--- config.mk ---
export PLATFORM = sky130hd
export DESIGN_NAME = gpio_change_trace_logger_unit
export DESIGN_NICKNAME = d
export VERILOG_FILES = /design/src/design/gctl_pkg.sv /design/src/design/gctl_front.sv /design/src/design/gctl_queue.sv /design/src/design/gctl_back.sv /design/src/design/gpio_change_trace_logger_unit.sv
export SDC_FILE = /design/constraint.sdc
export NUM_CORES = 2
export LEC_CHECK = 0
export BUFFER_PORTS_ARGS = -buffer_cell sky130_fd_sc_hd__buf_4
export CAP_MARGIN = 20
export CORE_ASPECT_RATIO = 1.4
export CORE_MARGIN = 4
export CORE_UTILIZATION = 62
export DETAILED_ROUTE_END_ITERATION = 6
export PLACE_DENSITY = 0.91
export RECOVER_POWER = 50
export SKIP_LAST_GASP = 1
export SYNTH_ARGS = -nofsm -noshare
export SYNTH_HDL_FRONTEND = slang
export SYNTH_SLANG_ARGS = --single-unit
--- constraint.sdc ---
create_clock -name i_clk -period 43.9 [get_ports i_clk]
set_input_delay 6.585 -clock i_clk [delete_from_list [all_inputs] [get_ports i_clk]]
set_output_delay 6.585 -clock i_clk [all_outputs]
set_load 0.02 [all_outputs]
--- src/design/gctl_pkg.sv ---
// ----------------------------------------------------------------------------
// gctl_pkg
// types, codes and constants shared by the gpio change trace logger
// ----------------------------------------------------------------------------
package gctl_pkg;

    localparam int LVL_W      = 16;
    localparam int CNT_W      = 16;
    localparam int CFG_COUNT  = 5;
    localparam int CFG_IDX_W  = 3;
    localparam int CFG_DATA_W = 16;

    localparam int DEF_TX_RING_DEPTH    = 32;
    localparam int DEF_EVENT_RING_DEPTH = 64;
    localparam int DEF_PORT_COUNT       = 5;
    localparam int DEF_PINS_PER_PORT    = 16;

    localparam logic [1:0] OP_SAMPLE = 2'd0;
    localparam logic [1:0] OP_TX     = 2'd1;
    localparam logic [1:0] OP_READ   = 2'd2;

    localparam logic [1:0] REC_TX    = 2'd0;
    localparam logic [1:0] REC_LEVEL = 2'd1;
    localparam logic [1:0] REC_CFG   = 2'd2;
    localparam logic [1:0] REC_COUNT = 2'd3;

    typedef enum logic [1:0] {
        JOB_SAMPLE,
        JOB_TX,
        JOB_READ
    } t_job_kind;

    typedef enum logic [1:0] {
        BK_IDLE,
        BK_FIRST,
        BK_SECOND
    } t_back_state;

    typedef struct packed {
        logic [1:0]  operation;
        logic        tick_start;
        logic [2:0]  port;
        logic [3:0]  pin;
        logic [15:0] out_level;
        logic [31:0] config_low;
        logic [31:0] config_high;
        logic [39:0] frame_first;
        logic [39:0] frame_second;
    } t_in_item;

    typedef struct packed {
        logic [1:0]  rec_kind;
        logic [5:0]  rec_slot;
        logic [31:0] rec_stamp;
        logic [2:0]  rec_port;
        logic [15:0] rec_new_level;
        logic [15:0] rec_old_level;
        logic [31:0] rec_cfg_low;
        logic [31:0] rec_cfg_high;
        logic [39:0] rec_frame_first;
        logic [39:0] rec_frame_second;
        logic [15:0] toggle_count;
        logic        last_of_run;
    } t_out_item;

    typedef struct packed {
        t_job_kind   kind;
        logic [31:0] stamp;
        logic [2:0]  port;
        logic [3:0]  pin;
        logic        has_lvl;
        logic        has_cfg;
        logic [5:0]  slot_a;
        logic [5:0]  slot_b;
        logic [15:0] new_level;
        logic [15:0] old_level;
        logic [31:0] cfg_low;
        logic [31:0] cfg_high;
        logic [39:0] frame_first;
        logic [39:0] frame_second;
    } t_job;

endpackage

--- src/design/gctl_front.sv ---
// ----------------------------------------------------------------------------
// gctl_front
// accepts items, keeps shadows, masks and ring slots, emits record jobs
// ----------------------------------------------------------------------------
module gctl_front import gctl_pkg::*; #(
    parameter int TX_RING_DEPTH    = DEF_TX_RING_DEPTH,
    parameter int EVENT_RING_DEPTH = DEF_EVENT_RING_DEPTH,
    parameter int PORT_COUNT       = DEF_PORT_COUNT
) (
    input  logic                  i_clk,
    input  logic                  i_rst_n,
    input  logic                  i_cfg_we,
    input  logic [CFG_IDX_W-1:0]  i_cfg_idx,
    input  logic [CFG_DATA_W-1:0] i_cfg_data,
    input  logic                  i_in_valid,
    input  t_in_item              i_in_item,
    input  logic                  i_q_full,
    output logic                  o_push,
    output t_job                  o_job
);

    localparam int TX_SW   = (TX_RING_DEPTH > 1) ? $clog2(TX_RING_DEPTH) : 1;
    localparam int EV_SW   = (EVENT_RING_DEPTH > 1) ? $clog2(EVENT_RING_DEPTH) : 1;
    localparam int PORT_AW = (PORT_COUNT > 1) ? $clog2(PORT_COUNT) : 1;

    logic [CFG_DATA_W-1:0] r_mask [CFG_COUNT];
    logic [31:0]           r_tick;
    logic [31:0]           r_tx_total;
    logic [TX_SW-1:0]      r_tx_slot;
    logic [31:0]           r_ev_total;
    logic [EV_SW-1:0]      r_ev_slot;
    logic [LVL_W-1:0]      r_lvl_shadow [PORT_COUNT];
    logic [63:0]           r_cfg_shadow [PORT_COUNT];
    logic [PORT_COUNT-1:0] r_primed;

    logic [31:0]      n_tick;
    logic [31:0]      n_ev_total;
    logic [EV_SW-1:0] n_ev_slot;
    logic [31:0]      ev_total_1;
    logic [EV_SW-1:0] ev_slot_1;
    logic [31:0]      ev_total_2;
    logic [EV_SW-1:0] ev_slot_2;
    logic [TX_SW-1:0] tx_slot_nxt;

    logic               acc;
    logic               is_sample;
    logic               is_tx;
    logic               is_read;
    logic               port_ok;
    logic [PORT_AW-1:0] pidx;
    logic               primed;
    logic [LVL_W-1:0]   keep;
    logic [LVL_W-1:0]   new_lvl;
    logic [LVL_W-1:0]   old_lvl;
    logic [63:0]        cfg_word;
    logic               has_lvl;
    logic               has_cfg;

    function automatic logic [EV_SW-1:0] ev_step(input logic [31:0] total,
                                                 input logic [EV_SW-1:0] slot);
        logic [EV_SW-1:0] res;
        if (total == 32'hFFFF_FFFF) begin
            res = '0;
        end else if (slot == EV_SW'(EVENT_RING_DEPTH - 1)) begin
            res = '0;
        end else begin
            res = slot + EV_SW'(1);
        end
        return res;
    endfunction

    assign acc       = i_in_valid && !i_q_full;
    assign is_sample = (i_in_item.operation == OP_SAMPLE);
    assign is_tx     = (i_in_item.operation == OP_TX);
    assign is_read   = (i_in_item.operation == OP_READ);
    assign port_ok   = ({1'b0, i_in_item.port} < 4'(PORT_COUNT));
    assign pidx      = i_in_item.port[PORT_AW-1:0];
    assign primed    = r_primed[pidx];
    assign cfg_word  = {i_in_item.config_high, i_in_item.config_low};

    always_comb begin
        keep = '1;
        for (int i = 0; i < CFG_COUNT; i++) begin
            if (i_in_item.port == 3'(i)) begin
                keep = ~r_mask[i];
            end
        end
    end

    assign new_lvl = i_in_item.out_level & keep;
    assign old_lvl = r_lvl_shadow[pidx] & keep;
    assign has_lvl = is_sample && port_ok && primed && (new_lvl != old_lvl);
    assign has_cfg = is_sample && port_ok && primed && (cfg_word != r_cfg_shadow[pidx]);

    assign n_tick = r_tick + 32'(is_sample && i_in_item.tick_start);

    // event ring slots, one step per record
    assign ev_total_1 = r_ev_total + 32'd1;
    assign ev_slot_1  = ev_step(r_ev_total, r_ev_slot);
    assign ev_total_2 = ev_total_1 + 32'd1;
    assign ev_slot_2  = ev_step(ev_total_1, ev_slot_1);

    always_comb begin
        n_ev_total = r_ev_total;
        n_ev_slot  = r_ev_slot;
        if (has_lvl && has_cfg) begin
            n_ev_total = ev_total_2;
            n_ev_slot  = ev_slot_2;
        end else if (has_lvl || has_cfg) begin
            n_ev_total = ev_total_1;
            n_ev_slot  = ev_slot_1;
        end
    end

    always_comb begin
        if (r_tx_total == 32'hFFFF_FFFF) begin
            tx_slot_nxt = '0;
        end else if (r_tx_slot == TX_SW'(TX_RING_DEPTH - 1)) begin
            tx_slot_nxt = '0;
        end else begin
            tx_slot_nxt = r_tx_slot + TX_SW'(1);
        end
    end

    always_ff @(posedge i_clk) begin
        if (!i_rst_n) begin
            for (int i = 0; i < CFG_COUNT; i++) begin
                r_mask[i] <= '0;
            end
            r_tick     <= '0;
            r_tx_total <= '0;
            r_tx_slot  <= '0;
            r_ev_total <= '0;
            r_ev_slot  <= '0;
            r_primed   <= '0;
        end else begin
            for (int i = 0; i < CFG_COUNT; i++) begin
                if (i_cfg_we && (i_cfg_idx == CFG_IDX_W'(i))) begin
                    r_mask[i] <= i_cfg_data;
                end
            end
            if (acc) begin
                r_tick     <= n_tick;
                r_ev_total <= n_ev_total;
                r_ev_slot  <= n_ev_slot;
                if (is_tx) begin
                    r_tx_total <= r_tx_total + 32'd1;
                    r_tx_slot  <= tx_slot_nxt;
                end
                if (is_sample && port_ok) begin
                    r_primed[pidx] <= 1'b1;
                end
            end
        end
    end

    // shadows, primed flag guards them
    always_ff @(posedge i_clk) begin
        if (acc && is_sample && port_ok) begin
            if (!primed) begin
                r_lvl_shadow[pidx] <= i_in_item.out_level;
                r_cfg_shadow[pidx] <= cfg_word;
            end else begin
                if (has_lvl) begin
                    r_lvl_shadow[pidx] <= new_lvl;
                end
                if (has_cfg) begin
                    r_cfg_shadow[pidx] <= cfg_word;
                end
            end
        end
    end

    assign o_push = acc && (has_lvl || has_cfg || is_tx || is_read);

    always_comb begin
        o_job              = '0;
        o_job.kind         = is_tx ? JOB_TX : (is_read ? JOB_READ : JOB_SAMPLE);
        o_job.stamp        = n_tick;
        o_job.port         = i_in_item.port;
        o_job.pin          = i_in_item.pin;
        o_job.has_lvl      = has_lvl;
        o_job.has_cfg      = has_cfg;
        o_job.slot_a       = is_tx ? 6'(r_tx_slot) : 6'(r_ev_slot);
        o_job.slot_b       = has_lvl ? 6'(ev_slot_1) : 6'(r_ev_slot);
        o_job.new_level    = new_lvl;
        o_job.old_level    = old_lvl;
        o_job.cfg_low      = i_in_item.config_low;
        o_job.cfg_high     = i_in_item.config_high;
        o_job.frame_first  = i_in_item.frame_first;
        o_job.frame_second = i_in_item.frame_second;
    end

endmodule

--- src/design/gctl_queue.sv ---
// ----------------------------------------------------------------------------
// gctl_queue
// two-entry job queue between front and back
// ----------------------------------------------------------------------------
module gctl_queue import gctl_pkg::*; (
    input  logic i_clk,
    input  logic i_rst_n,
    input  logic i_push,
    input  t_job i_job,
    input  logic i_pop,
    output logic o_full,
    output logic o_valid,
    output t_job o_head
);

    t_job       r_mem [2];
    logic       r_wp;
    logic       r_rp;
    logic [1:0] r_cnt;

    assign o_full  = (r_cnt == 2'd2);
    assign o_valid = (r_cnt != 2'd0);
    assign o_head  = r_mem[r_rp];

    always_ff @(posedge i_clk) begin
        if (!i_rst_n) begin
            r_wp  <= 1'b0;
            r_rp  <= 1'b0;
            r_cnt <= '0;
        end else begin
            if (i_push) begin
                r_wp <= !r_wp;
            end
            if (i_pop) begin
                r_rp <= !r_rp;
            end
            r_cnt <= r_cnt + 2'(i_push) - 2'(i_pop);
        end
    end

    always_ff @(posedge i_clk) begin
        if (i_push) begin
            r_mem[r_wp] <= i_job;
        end
    end

endmodule

--- src/design/gctl_back.sv ---
// ----------------------------------------------------------------------------
// gctl_back
// toggle counter memory, record assembly and output register
// ----------------------------------------------------------------------------
module gctl_back import gctl_pkg::*; #(
    parameter int PORT_COUNT    = DEF_PORT_COUNT,
    parameter int PINS_PER_PORT = DEF_PINS_PER_PORT
) (
    input  logic      i_clk,
    input  logic      i_rst_n,
    input  logic      i_q_valid,
    input  t_job      i_q_head,
    output logic      o_pop,
    output logic      o_out_valid,
    input  logic      i_out_stall,
    output t_out_item o_out_item
);

    localparam int PORT_AW = (PORT_COUNT > 1) ? $clog2(PORT_COUNT) : 1;
    localparam int ROW_W   = CNT_W * PINS_PER_PORT;

    logic [ROW_W-1:0]      r_ram [PORT_COUNT];
    logic [PORT_COUNT-1:0] r_row_vld;
    logic [ROW_W-1:0]      r_row;
    t_job                  r_job;
    t_back_state           r_state;
    t_back_state           n_state;
    logic                  r_out_vld;
    t_out_item             r_out;

    logic                          out_free;
    logic                          load;
    logic                          sel_second;
    logic                          done;
    logic                          wr_en;
    logic                          two_recs;
    logic [PORT_AW-1:0]            wa;
    logic [PORT_AW-1:0]            ra;
    logic                          rd_ok;
    logic [LVL_W-1:0]              diff;
    logic [PINS_PER_PORT+LVL_W-1:0] diff_ext;
    logic [ROW_W-1:0]              inc_row;
    logic [CNT_W-1:0]              cnt;
    logic                          pin_ok;
    t_out_item                     rec_first;
    t_out_item                     rec_second;

    assign out_free = !r_out_vld || !i_out_stall;
    assign two_recs = (r_job.kind == JOB_SAMPLE) && r_job.has_lvl && r_job.has_cfg;
    assign wa       = r_job.port[PORT_AW-1:0];
    assign ra       = i_q_head.port[PORT_AW-1:0];
    assign rd_ok    = ({1'b0, i_q_head.port} < 4'(PORT_COUNT));

    // saturating increment of every changed pin
    assign diff     = r_job.new_level ^ r_job.old_level;
    assign diff_ext = (PINS_PER_PORT + LVL_W)'(diff);

    always_comb begin
        inc_row = r_row;
        for (int b = 0; b < PINS_PER_PORT; b++) begin
            cnt = r_row[b*CNT_W +: CNT_W];
            if (diff_ext[b] && (cnt != '1)) begin
                inc_row[b*CNT_W +: CNT_W] = cnt + CNT_W'(1);
            end
        end
    end

    assign pin_ok = ({1'b0, r_job.port} < 4'(PORT_COUNT))
                 && ({2'b00, r_job.pin} < 6'(PINS_PER_PORT));

    always_comb begin
        rec_first  = '0;
        rec_second = '0;

        rec_second.rec_kind     = REC_CFG;
        rec_second.rec_slot     = r_job.slot_b;
        rec_second.rec_stamp    = r_job.stamp;
        rec_second.rec_port     = r_job.port;
        rec_second.rec_cfg_low  = r_job.cfg_low;
        rec_second.rec_cfg_high = r_job.cfg_high;
        rec_second.last_of_run  = 1'b1;

        unique case (r_job.kind)
            JOB_TX: begin
                rec_first.rec_kind         = REC_TX;
                rec_first.rec_slot         = r_job.slot_a;
                rec_first.rec_stamp        = r_job.stamp;
                rec_first.rec_frame_first  = r_job.frame_first;
                rec_first.rec_frame_second = r_job.frame_second;
                rec_first.last_of_run      = 1'b1;
            end
            JOB_READ: begin
                rec_first.rec_kind    = REC_COUNT;
                rec_first.rec_stamp   = r_job.stamp;
                rec_first.rec_port    = r_job.port;
                rec_first.last_of_run = 1'b1;
                if (pin_ok) begin
                    rec_first.toggle_count = r_row[r_job.pin*CNT_W +: CNT_W];
                end
            end
            JOB_SAMPLE: begin
                if (r_job.has_lvl) begin
                    rec_first.rec_kind      = REC_LEVEL;
                    rec_first.rec_slot      = r_job.slot_a;
                    rec_first.rec_stamp     = r_job.stamp;
                    rec_first.rec_port      = r_job.port;
                    rec_first.rec_new_level = r_job.new_level;
                    rec_first.rec_old_level = r_job.old_level;
                    rec_first.last_of_run   = !r_job.has_cfg;
                end else begin
                    rec_first = rec_second;
                    rec_first.rec_slot = r_job.slot_a;
                end
            end
            default: begin
                rec_first = '0;
            end
        endcase
    end

    always_comb begin
        n_state    = r_state;
        load       = 1'b0;
        sel_second = 1'b0;
        done       = 1'b0;
        wr_en      = 1'b0;
        unique case (r_state)
            BK_IDLE: begin
                done = 1'b1;
            end
            BK_FIRST: begin
                if (out_free) begin
                    load  = 1'b1;
                    wr_en = (r_job.kind == JOB_SAMPLE) && r_job.has_lvl;
                    if (two_recs) begin
                        n_state = BK_SECOND;
                    end else begin
                        done = 1'b1;
                    end
                end
            end
            BK_SECOND: begin
                if (out_free) begin
                    load       = 1'b1;
                    sel_second = 1'b1;
                    done       = 1'b1;
                end
            end
            default: begin
                n_state = BK_IDLE;
            end
        endcase
        o_pop = done && i_q_valid;
        if (done) begin
            n_state = i_q_valid ? BK_FIRST : BK_IDLE;
        end
    end

    always_ff @(posedge i_clk) begin
        if (!i_rst_n) begin
            r_state   <= BK_IDLE;
            r_out_vld <= 1'b0;
            r_row_vld <= '0;
        end else begin
            r_state <= n_state;
            if (load) begin
                r_out_vld <= 1'b1;
            end else if (!i_out_stall) begin
                r_out_vld <= 1'b0;
            end
            if (wr_en) begin
                r_row_vld[wa] <= 1'b1;
            end
        end
    end

    // counter rows, read with forwarding of a same-cycle write
    always_ff @(posedge i_clk) begin
        if (wr_en) begin
            r_ram[wa] <= inc_row;
        end
        if (o_pop) begin
            r_job <= i_q_head;
            if (!rd_ok) begin
                r_row <= '0;
            end else if (wr_en && (wa == ra)) begin
                r_row <= inc_row;
            end else if (r_row_vld[ra]) begin
                r_row <= r_ram[ra];
            end else begin
                r_row <= '0;
            end
        end
        if (load) begin
            r_out <= sel_second ? rec_second : rec_first;
        end
    end

    assign o_out_valid = r_out_vld;
    assign o_out_item  = r_out;

endmodule

--- src/design/gpio_change_trace_logger_unit.sv ---
// ----------------------------------------------------------------------------
// gpio_change_trace_logger_unit
// trace logger for gpio ports: level and config change records, tx frame
// records and toggle counter readback
//
//   channel   signals                                    direction
//   in        i_in_valid, o_in_stall, i_in_item          item in
//   out       o_out_valid, i_out_stall, o_out_item       record out
//   cfg       i_cfg_we, i_cfg_idx, i_cfg_data            ignore masks in
//
// front takes one item a cycle while the two-entry job queue has room
// back retires a one-record item per cycle while the single output register is free
// and a two-record item record by record; each item passes queue, job register
// and output register; counter rows read at pop, same-row write forwarded
// reset is synchronous; counter rows cleared by per-row valid bits, no sweep
// a stalled output holds its record and backs up into queue and front
// ----------------------------------------------------------------------------
module gpio_change_trace_logger_unit import gctl_pkg::*; #(
    parameter int TX_RING_DEPTH    = DEF_TX_RING_DEPTH,
    parameter int EVENT_RING_DEPTH = DEF_EVENT_RING_DEPTH,
    parameter int PORT_COUNT       = DEF_PORT_COUNT,
    parameter int PINS_PER_PORT    = DEF_PINS_PER_PORT
) (
    input  logic                  i_clk,
    input  logic                  i_rst_n,
    input  logic                  i_cfg_we,
    input  logic [CFG_IDX_W-1:0]  i_cfg_idx,
    input  logic [CFG_DATA_W-1:0] i_cfg_data,
    input  logic                  i_in_valid,
    output logic                  o_in_stall,
    input  t_in_item              i_in_item,
    output logic                  o_out_valid,
    input  logic                  i_out_stall,
    output t_out_item             o_out_item
);

    logic q_full;
    logic q_valid;
    logic push;
    logic pop;
    t_job job;
    t_job head;

    assign o_in_stall = q_full;

    gctl_front #(
        .TX_RING_DEPTH    (TX_RING_DEPTH),
        .EVENT_RING_DEPTH (EVENT_RING_DEPTH),
        .PORT_COUNT       (PORT_COUNT)
    ) u_front (
        .i_clk      (i_clk),
        .i_rst_n    (i_rst_n),
        .i_cfg_we   (i_cfg_we),
        .i_cfg_idx  (i_cfg_idx),
        .i_cfg_data (i_cfg_data),
        .i_in_valid (i_in_valid),
        .i_in_item  (i_in_item),
        .i_q_full   (q_full),
        .o_push     (push),
        .o_job      (job)
    );

    gctl_queue u_queue (
        .i_clk   (i_clk),
        .i_rst_n (i_rst_n),
        .i_push  (push),
        .i_job   (job),
        .i_pop   (pop),
        .o_full  (q_full),
        .o_valid (q_valid),
        .o_head  (head)
    );

    gctl_back #(
        .PORT_COUNT    (PORT_COUNT),
        .PINS_PER_PORT (PINS_PER_PORT)
    ) u_back (
        .i_clk       (i_clk),
        .i_rst_n     (i_rst_n),
        .i_q_valid   (q_valid),
        .i_q_head    (head),
        .o_pop       (pop),
        .o_out_valid (o_out_valid),
        .i_out_stall (i_out_stall),
        .o_out_item  (o_out_item)
    );

endmodule

* Yosys cells after proc, flatten, opt, wreduce, memory -nomap -nowiden
Memories as Yosys holds them, arrays and structs flattened. A register that Yosys moved wholly into a read port is not among the register bits.
Cells that the tools add are included.
** Storage, ports and cells
- Register bits after elaboration :: 847
- Bits in writable memories :: 2222
- Input bits :: 194
- Output and inout port bits :: 238
- Memories kept :: 5
** Memory list
- u_back.r_ram :: words 5, bits a word 256, read ports 1, clocked after Yosys merged registers in 0, write ports 1, RTL line gctl_back.sv:22 : logic [ROW_W-1:0] r_ram [PORT_COUNT];
- u_queue.r_mem :: words 2, bits a word 231, read ports 1, clocked after Yosys merged registers in 1, write ports 1, RTL line gctl_queue.sv:16 : t_job r_mem [2];
- u_front.r_cfg_shadow :: words 5, bits a word 64, read ports 1, clocked after Yosys merged registers in 0, write ports 1, RTL line gctl_front.sv:33 : logic [63:0] r_cfg_shadow [PORT_COUNT];
- u_front.r_lvl_shadow :: words 5, bits a word 16, read ports 1, clocked after Yosys merged registers in 0, write ports 1, RTL line gctl_front.sv:32 : logic [LVL_W-1:0] r_lvl_shadow [PORT_COUNT];
- u_front.r_mask :: words 5, bits a word 16, read ports 5, clocked after Yosys merged registers in 0, write ports 5, RTL line gctl_front.sv:26 : logic [CFG_DATA_W-1:0] r_mask [CFG_COUNT];
** Operators by class
- $add $sub $neg :: 25
- $lt $le $gt $ge :: 8
- Equality and inequality tests :: 44
- Shift operators :: 1
- Muxes and demuxes :: 113
- Bitwise operators :: 19
- Reduce and logical (&&, ||, !) cells :: 62
** Operator list (count)
- 2-to-1 mux 256 bit :: 2
- 2-to-1 mux 16 bit :: 28
- adder 16 x 1 -> 16 bit, second input constant :: 16
- != test 16 bit, second input constant :: 16
- indexed part select 256 x 9 -> 16 bit :: 1
- 2-to-1 mux 234 bit :: 1
- 2-to-1 mux 160 bit :: 1
- one-hot mux 80 bit (2 select lines) :: 1
- adder 32 x 1 -> 32 bit, second input constant :: 3
- == test 32 bit, second input constant :: 3
- 2-to-1 mux 96 bit :: 1
- NOT 16 bit :: 5
- 2-to-1 mux 75 bit :: 1
- 2-to-1 mux 32 bit :: 2
- 2-to-1 mux 64 bit :: 1
- != test 64 bit :: 1
- one-hot mux 32 bit (2 select lines) :: 1
- 2-to-1 mux 1 bit :: 48
- 2-to-1 mux 6 bit :: 8
- logical AND 1 bit :: 37
- adder 32 x 1 -> 32 bit :: 1
- bitwise AND 16 bit :: 2
- one-hot mux 16 bit (2 select lines) :: 1
- != test 16 bit :: 1
- 39 further kinds :: 90

* Depth between registers and ports, before layout
An unclocked memory read counts as a cell.
- Word-level depth :: 16
- Depth in mapped cells :: 19
- Mapped depth without buffers :: 15

* Cells and area by module
Synthesis repeated with hierarchy kept, for this count alone.
** Unflattened totals
- Cell total of the unflattened synthesis :: 7336
- Area, all modules :: 128010.3 um^2
** By module, submodules not included
- gctl_back :: instances 1, cells each 4367, area an instance 81983.6 um^2
- gctl_front :: instances 1, cells each 2229, area an instance 28297.1 um^2
- gctl_queue :: instances 1, cells each 740, area an instance 17729.5 um^2

* Worst setup path before layout
Ideal clock, no wire load.
- Kind :: input to register
- Start point :: input i_out_stall
- End point :: memory u_back.r_ram[4][0] (netlist name), enable pin
- Library setup time :: 1.591 ns
- Data arrival time :: 32.940 ns
- Data required time :: 42.309 ns
- Path slack :: 9.370 ns
- Cell stages on the path :: 3
- Cells stage by stage :: a21oi_1 -> nand2_1 -> nor4b_1
** Between the ends
- Word-level cells in the longest chain between the ends :: 6
** Ends and longest elaborated chain
- from (decl) :: RTL line gpio_change_trace_logger_unit.sv:33 : input logic i_out_stall,
- zero test 1 bit :: RTL line gctl_back.sv:48 : assign out_free = !r_out_vld || !i_out_stall;
- logical OR 1 bit :: RTL line gctl_back.sv:48
- 2-to-1 mux 1 bit :: RTL line gctl_back.sv:132 : if (out_free) begin
- 2-to-1 mux 1 bit :: RTL line gctl_back.sv:127 : unique case (r_state)
- 2-to-1 mux 1 bit :: RTL line gctl_back.sv:179 : if (wr_en) begin
- 2-to-1 mux 1 bit (not written as such) :: RTL line gctl_back.sv:180 : r_ram[wa] <= inc_row;
- to (decl) :: RTL line gctl_back.sv:22
Every way passes these cells.

* Final worst setup path
- Start point :: input i_in_item[164] (netlist name)
- End point :: memory u_queue.r_mem[1][73] (netlist name), enable pin
** Between the ends
- Word-level cells in the longest chain between the ends :: 15
- Elaborated cells on any way between the ends :: 29
- Classes of those cells :: order compare: 1; eq/ne: 6; mux: 9; bitwise: 2; reduce/logical: 9; memory: 2
** Ends and longest elaborated chain
- from (decl) :: RTL line gpio_change_trace_logger_unit.sv:31 : input t_in_item i_in_item,
- zero test 3 bit :: RTL line gctl_front.sv:84 : if (i_in_item.port == 3'(i)) begin
- 2-to-1 mux 16 bit (5 in a row) :: RTL line gctl_front.sv:84
- bitwise AND 16 bit (on tied branches) :: RTL line gctl_front.sv:90, gctl_front.sv:91
- != test 16 bit :: RTL line gctl_front.sv:92 : assign has_lvl = is_sample && port_ok && primed && (new_lvl != old_lvl);
- logical AND 1 bit :: RTL line gctl_front.sv:92
- logical OR 1 bit (*) (3 in a row) :: RTL line gctl_front.sv:174 : assign o_push = acc && (has_lvl || has_cfg || is_tx || is_read);
- logical AND 1 bit (*) :: RTL line gctl_front.sv:174
- 2-to-1 mux 1 bit (*) :: RTL line gctl_queue.sv:42 : if (i_push) begin
- 2-to-1 mux 1 bit (not written as such) (*) :: RTL line gctl_queue.sv:43 : r_mem[r_wp] <= i_job;
- to (decl) :: RTL line gctl_queue.sv:16
Mark *: on every way between the ends. The rest lies on a longest branch, timed or not. The select of a mux whose other input is x is not followed.

==> out/results.md <==
| Result | Reported |
|---|---|
| Largest cells by area after synthesis | edfxtp_1 70%, nand2_1 3.8%, a21oi_1 2.5% |
| Critical path start-end classification | in -> reg |
| Transition time of the tightest slew-check pin | 10710 ps |
| Hold path start | u_front.r_tx_total[1] |
| Maximum fanout along the worst path | 130 |
| Mean post-synth cell area | 14.2 um^2 |
| Share of the yosys chip area belonging to registers | 0.720 |
| Standard cell core area | 202000 um^2 |
| Fin Hold WS | 487 ps |
| Critical path data required time | 44280 ps |
| Total grt overflow | 0 |
| Count of warnings emitted by yosys | 0 |
| Hold Crit Class | reg -> reg |
| Average vias per placed instance | 6.88 |
| Number of antenna violations at the first check in global routing | 47 |
| Die extent in y | 542 um |
| Highest achievable clock rate | 0.0517 GHz |
| Final critical-path share of the clock period | 0.440 |
| Relative slew slack | -6.14 |
| Post-route clock skew | 65.0 ps |
| Total Negative Setup Slacks | 0 ps |
| Finished Core Util | 0.693 |
| Post-detailed-placement half-perimeter wirelength | 193000 um |
| DRC violation total after the first TritonRoute iteration | 13543 |
| Initial Utilization | 0.625 |
| Worst reg2reg setup slack | 24830 ps |
| Post-Syn Area | 126000 um^2 |
| Number of clock buffers inserted by TritonCTS | 275 |
| Global router's overall resource usage | 0.319 |
| Power Dens Cells | 58.9 nW/um^2 |
| Leak | 0.0470 uW |
| Worst endpoint data arrival time | 19720 ps |
| Number of buffers inserted by post-CTS setup repair | 0 |
| Hold Path End | u_front.r_tx_total[1] |
| Yosys reg bits | 3070 |
| Mean routed wirelength per cell | 28.6 um |
| Antenna Nets Post-Route | 0 |
| Pre-Repair DR Iteration Count | 7 |
| Count of maximum capacitance violations | 24 |
| Synth Instances | 8919 |
| Minimum clock period after layout | 19340 ps |
| Vias post-DR | 83277 |
| Ys async rst share | 0 |
| Number of port buffers | 431 |
| DRC | 25 |
| GRT met3 Usage | 0.0774 |
| Run status | finished, violations left |
| Clock latency at the later pin of the worst-skew pair | 870 ps |
| Failing checks | DRC, capacitance limit, slew limit |
| Number of H-tree levels | 5 |
| Growth of design area from synthesis to finish | 10.8% |
| Fraction of final layout cells with drive strength greater than 1 | 0.117 |
| CP peak stage delay | 4800 ps |
| Met2 track utilization from global routing | 0.526 |
| Number of clock sinks | 3070 |
| Number of hold-slack violations in the final timing report | 0 |
| Critical path cell sequence | clkbuf_1 -> clkbuf_1 -> mux2_2 -> a22oi_1 -> nand3_1 -> o21ai_0 -> o41ai_1 -> nand4_1 -> or4_4 -> o21ai_4 -> buf_4 -> nand2_1 -> and2_4 -> buf_4 -> buf_12 |
| Most Used Layer, Global Route | met2 |
| Number of pins exceeding their max-slew limit in the final report | 1662 |
| Critical path launch point type | input pin |
| Portion of synthesized cell area occupied by the leading cell type | 0.700 |
| Via count of the first global-routing pass | 82816 |
| Post-synth EDFFs | 2945 |
| Final Setup Violations | 0 |
| Synthesized Nets | 9148 |
| TritonCTS clock tree | built |
| Sort of element at the end of the critical path | flip-flop |
| Most common library cells after synthesis | 2945 x edfxtp_1, 1280 x nand2_1, 636 x a21oi_1, 524 x nor2_1, 425 x clkbuf_1 |
| Met1 track utilization from global routing | 0.388 |
| Nets@finish | 9441 |
| Routability congestion estimate | 0.899 |
| Cell with the most instances after synthesis | edfxtp_1 |
| Most used DFF post-synth | edfxtp_1 |
| Routed wire length | 347000 um |
| Worst r2r dst | u_back.r_row[19] |
| Die width | 389 um |
| Floorplan die area | 211000 um^2 |
| Top Ports | 432 |
| Wire length of the first global-routing pass | 514000 um |
| Worst setup slack after placement | 30500 ps |
| Maximum clock path buffer count | 4 |
| Worst Reg-to-Reg Cells | 12 |
| Clock Root Buffer | clkbuf_16 |
| Maximum VDD drop | 68.3 uV |
| Unrepaired setup endpoints after global routing | false |
| Number of rows in the core area | 195 |
| Setup WS post-layout | 24560 ps |
| Clock edge transition at the registers on the reported setup and hold paths | 60 ps |
| Fill cell count | 11438 |
| Post-Place Cell Area | 132000 um^2 |
| Slowest cell on the critical path | clkbuf_1 |
| Layout Cell Area excl Fill | 140000 um^2 |
| Largest net degree at the start of global routing | 207 |
| Hold buffers post-CTS | 0 |
| Distinct cell type count after synthesis | 83 |
| PostCTS Resize Cnt | 0 |
| Library cell with the largest summed area after synthesis | edfxtp_1 |
| Worst hold stages | 2 |
final cells by class:
type	count	area, um^2	area share
Antenna cell	34	85.1	0.000608
Clock buffer	356	7450	0.0533
Clock inverter	128	1260	0.00901
Inverter	68	273	0.00195
Multi-Input combinational cell	5257	33100	0.237
Sequential cell	3070	90900	0.650
Tap cell	2659	3330	0.0238
Timing Repair Buffer	540	3500	0.0250
flip-flops by register name (all words and copies together), names as in the netlist, named ones only:
register	flops
u_back.r_state	2
u_front.r_tx_total	32
u_queue.r_cnt	2
u_front.r_primed	5
u_back.r_row	256
u_front.r_mask	80
u_front.r_tick	32
u_queue.r_wp	1
u_back.r_ram	1280
u_queue.r_rp	1
u_front.r_tx_slot	5
u_back.r_job	228
u_front.r_ev_slot	6
u_queue.r_mem	462
u_back.o_out_valid	1
u_front.r_cfg_shadow	320
u_back.wa	3
u_back.o_out_item	236
u_front.r_lvl_shadow	80
u_back.r_row_vld	5
u_front.r_ev_total	32
cells by family (layout without fill, tap and decap cells):
kind of cell / count (synthesis) / count (layout) / share of synthesized area
AOI/OAI and AO/OA: 1119 / 1119 / 0.0556
xor gates and xnor gates: 465 / 465 / 0.0322
adders and majority gates: 35 / 35 / 0.00347
buffers and inverters: 592 / 1092 / 0.0187
DFF: 3070 / 3070 / 0.720
muxes: 507 / 507 / 0.0546
other: 0 / 34 / 0
and+or+nand+nor: 3131 / 3131 / 0.115
cell usage in the layout (no fill, tap or decap), drive strengths merged, types with 14 or more instances in the layout:
| cell type | instances |
|---|---|
| mux2i | 133 |
| o22ai | 23 |
| buf | 315 |
| clkinvlp | 14 |
| ha | 35 |
| nand2 | 1280 |
| nor3 | 301 |
| mux2 | 254 |
| and2 | 126 |
| and4 | 25 |
| clkbuf | 581 |
| a211oi | 44 |
| a311oi | 219 |
| inv | 77 |
| nor2 | 524 |
| nand4 | 86 |
| and3 | 345 |
| or3 | 28 |
| xor2 | 172 |
| a31oi | 15 |
| nor4 | 20 |
| o21ai | 52 |
| nand3 | 238 |
| dfxtp | 125 |
| edfxtp | 2945 |
| mux4 | 120 |
| a22oi | 18 |
| xnor2 | 293 |
| clkinv | 86 |
| bufinv | 19 |
| nor2b | 99 |
| nand2b | 15 |
| a21oi | 636 |
| diode | 34 |
worst max-delay path, delay by kind of cell:
family	cells	cell delay, ps
and+or+nand+nor	5	1820
AOI/OAI and AO/OA	4	1060
buffers and inverters	5	9220
muxes	1	580
how the worst max path moves through the flow:
stage / to / from / depth (start not counted) / slack [ps]
2_1_floorplan: u_back.r_ram[4][0] / i_out_stall / 3 / 9370
3_3_place_gp: u_queue.r_mem[1][14] / i_in_item[164] / 13 / 30710
3_5_place_dp: u_queue.r_mem[1][14] / i_in_item[164] / 13 / 30500
4_1_cts: u_queue.r_mem[1][73] / i_in_item[166] / 16 / 31250
5_1_grt: u_queue.r_mem[1][73] / i_in_item[164] / 15 / 23670
6_report: u_queue.r_mem[1][73] / i_in_item[164] / 15 / 24560
per-stage QoR:
| stage | std cells | power (uW) |
|---|---|---|
| floorplan | 8919 | 5240 |
| global placement | 11590 | 5630 |
| detailed placement | 11591 | 5740 |
| CTS | 12075 | 8130 |
| global route | 12096 | 8460 |
| finish | 12112 | 8250 |
metal layers:
layer / wire, um / vias up
li1: - / 33971
met1: 109000 / 40158
met2: 168000 / 7564
met3: 45500 / 1558
met4: 23800 / 26
met5: 170 / -
where the power goes:
group          switching, uW  internal, uW  total (uW)
clock network           1080          1320        2400
logic                   1250           559        1800
registers                244          3800        4040
No activity file was read; power rests on OpenSTA's default activity.
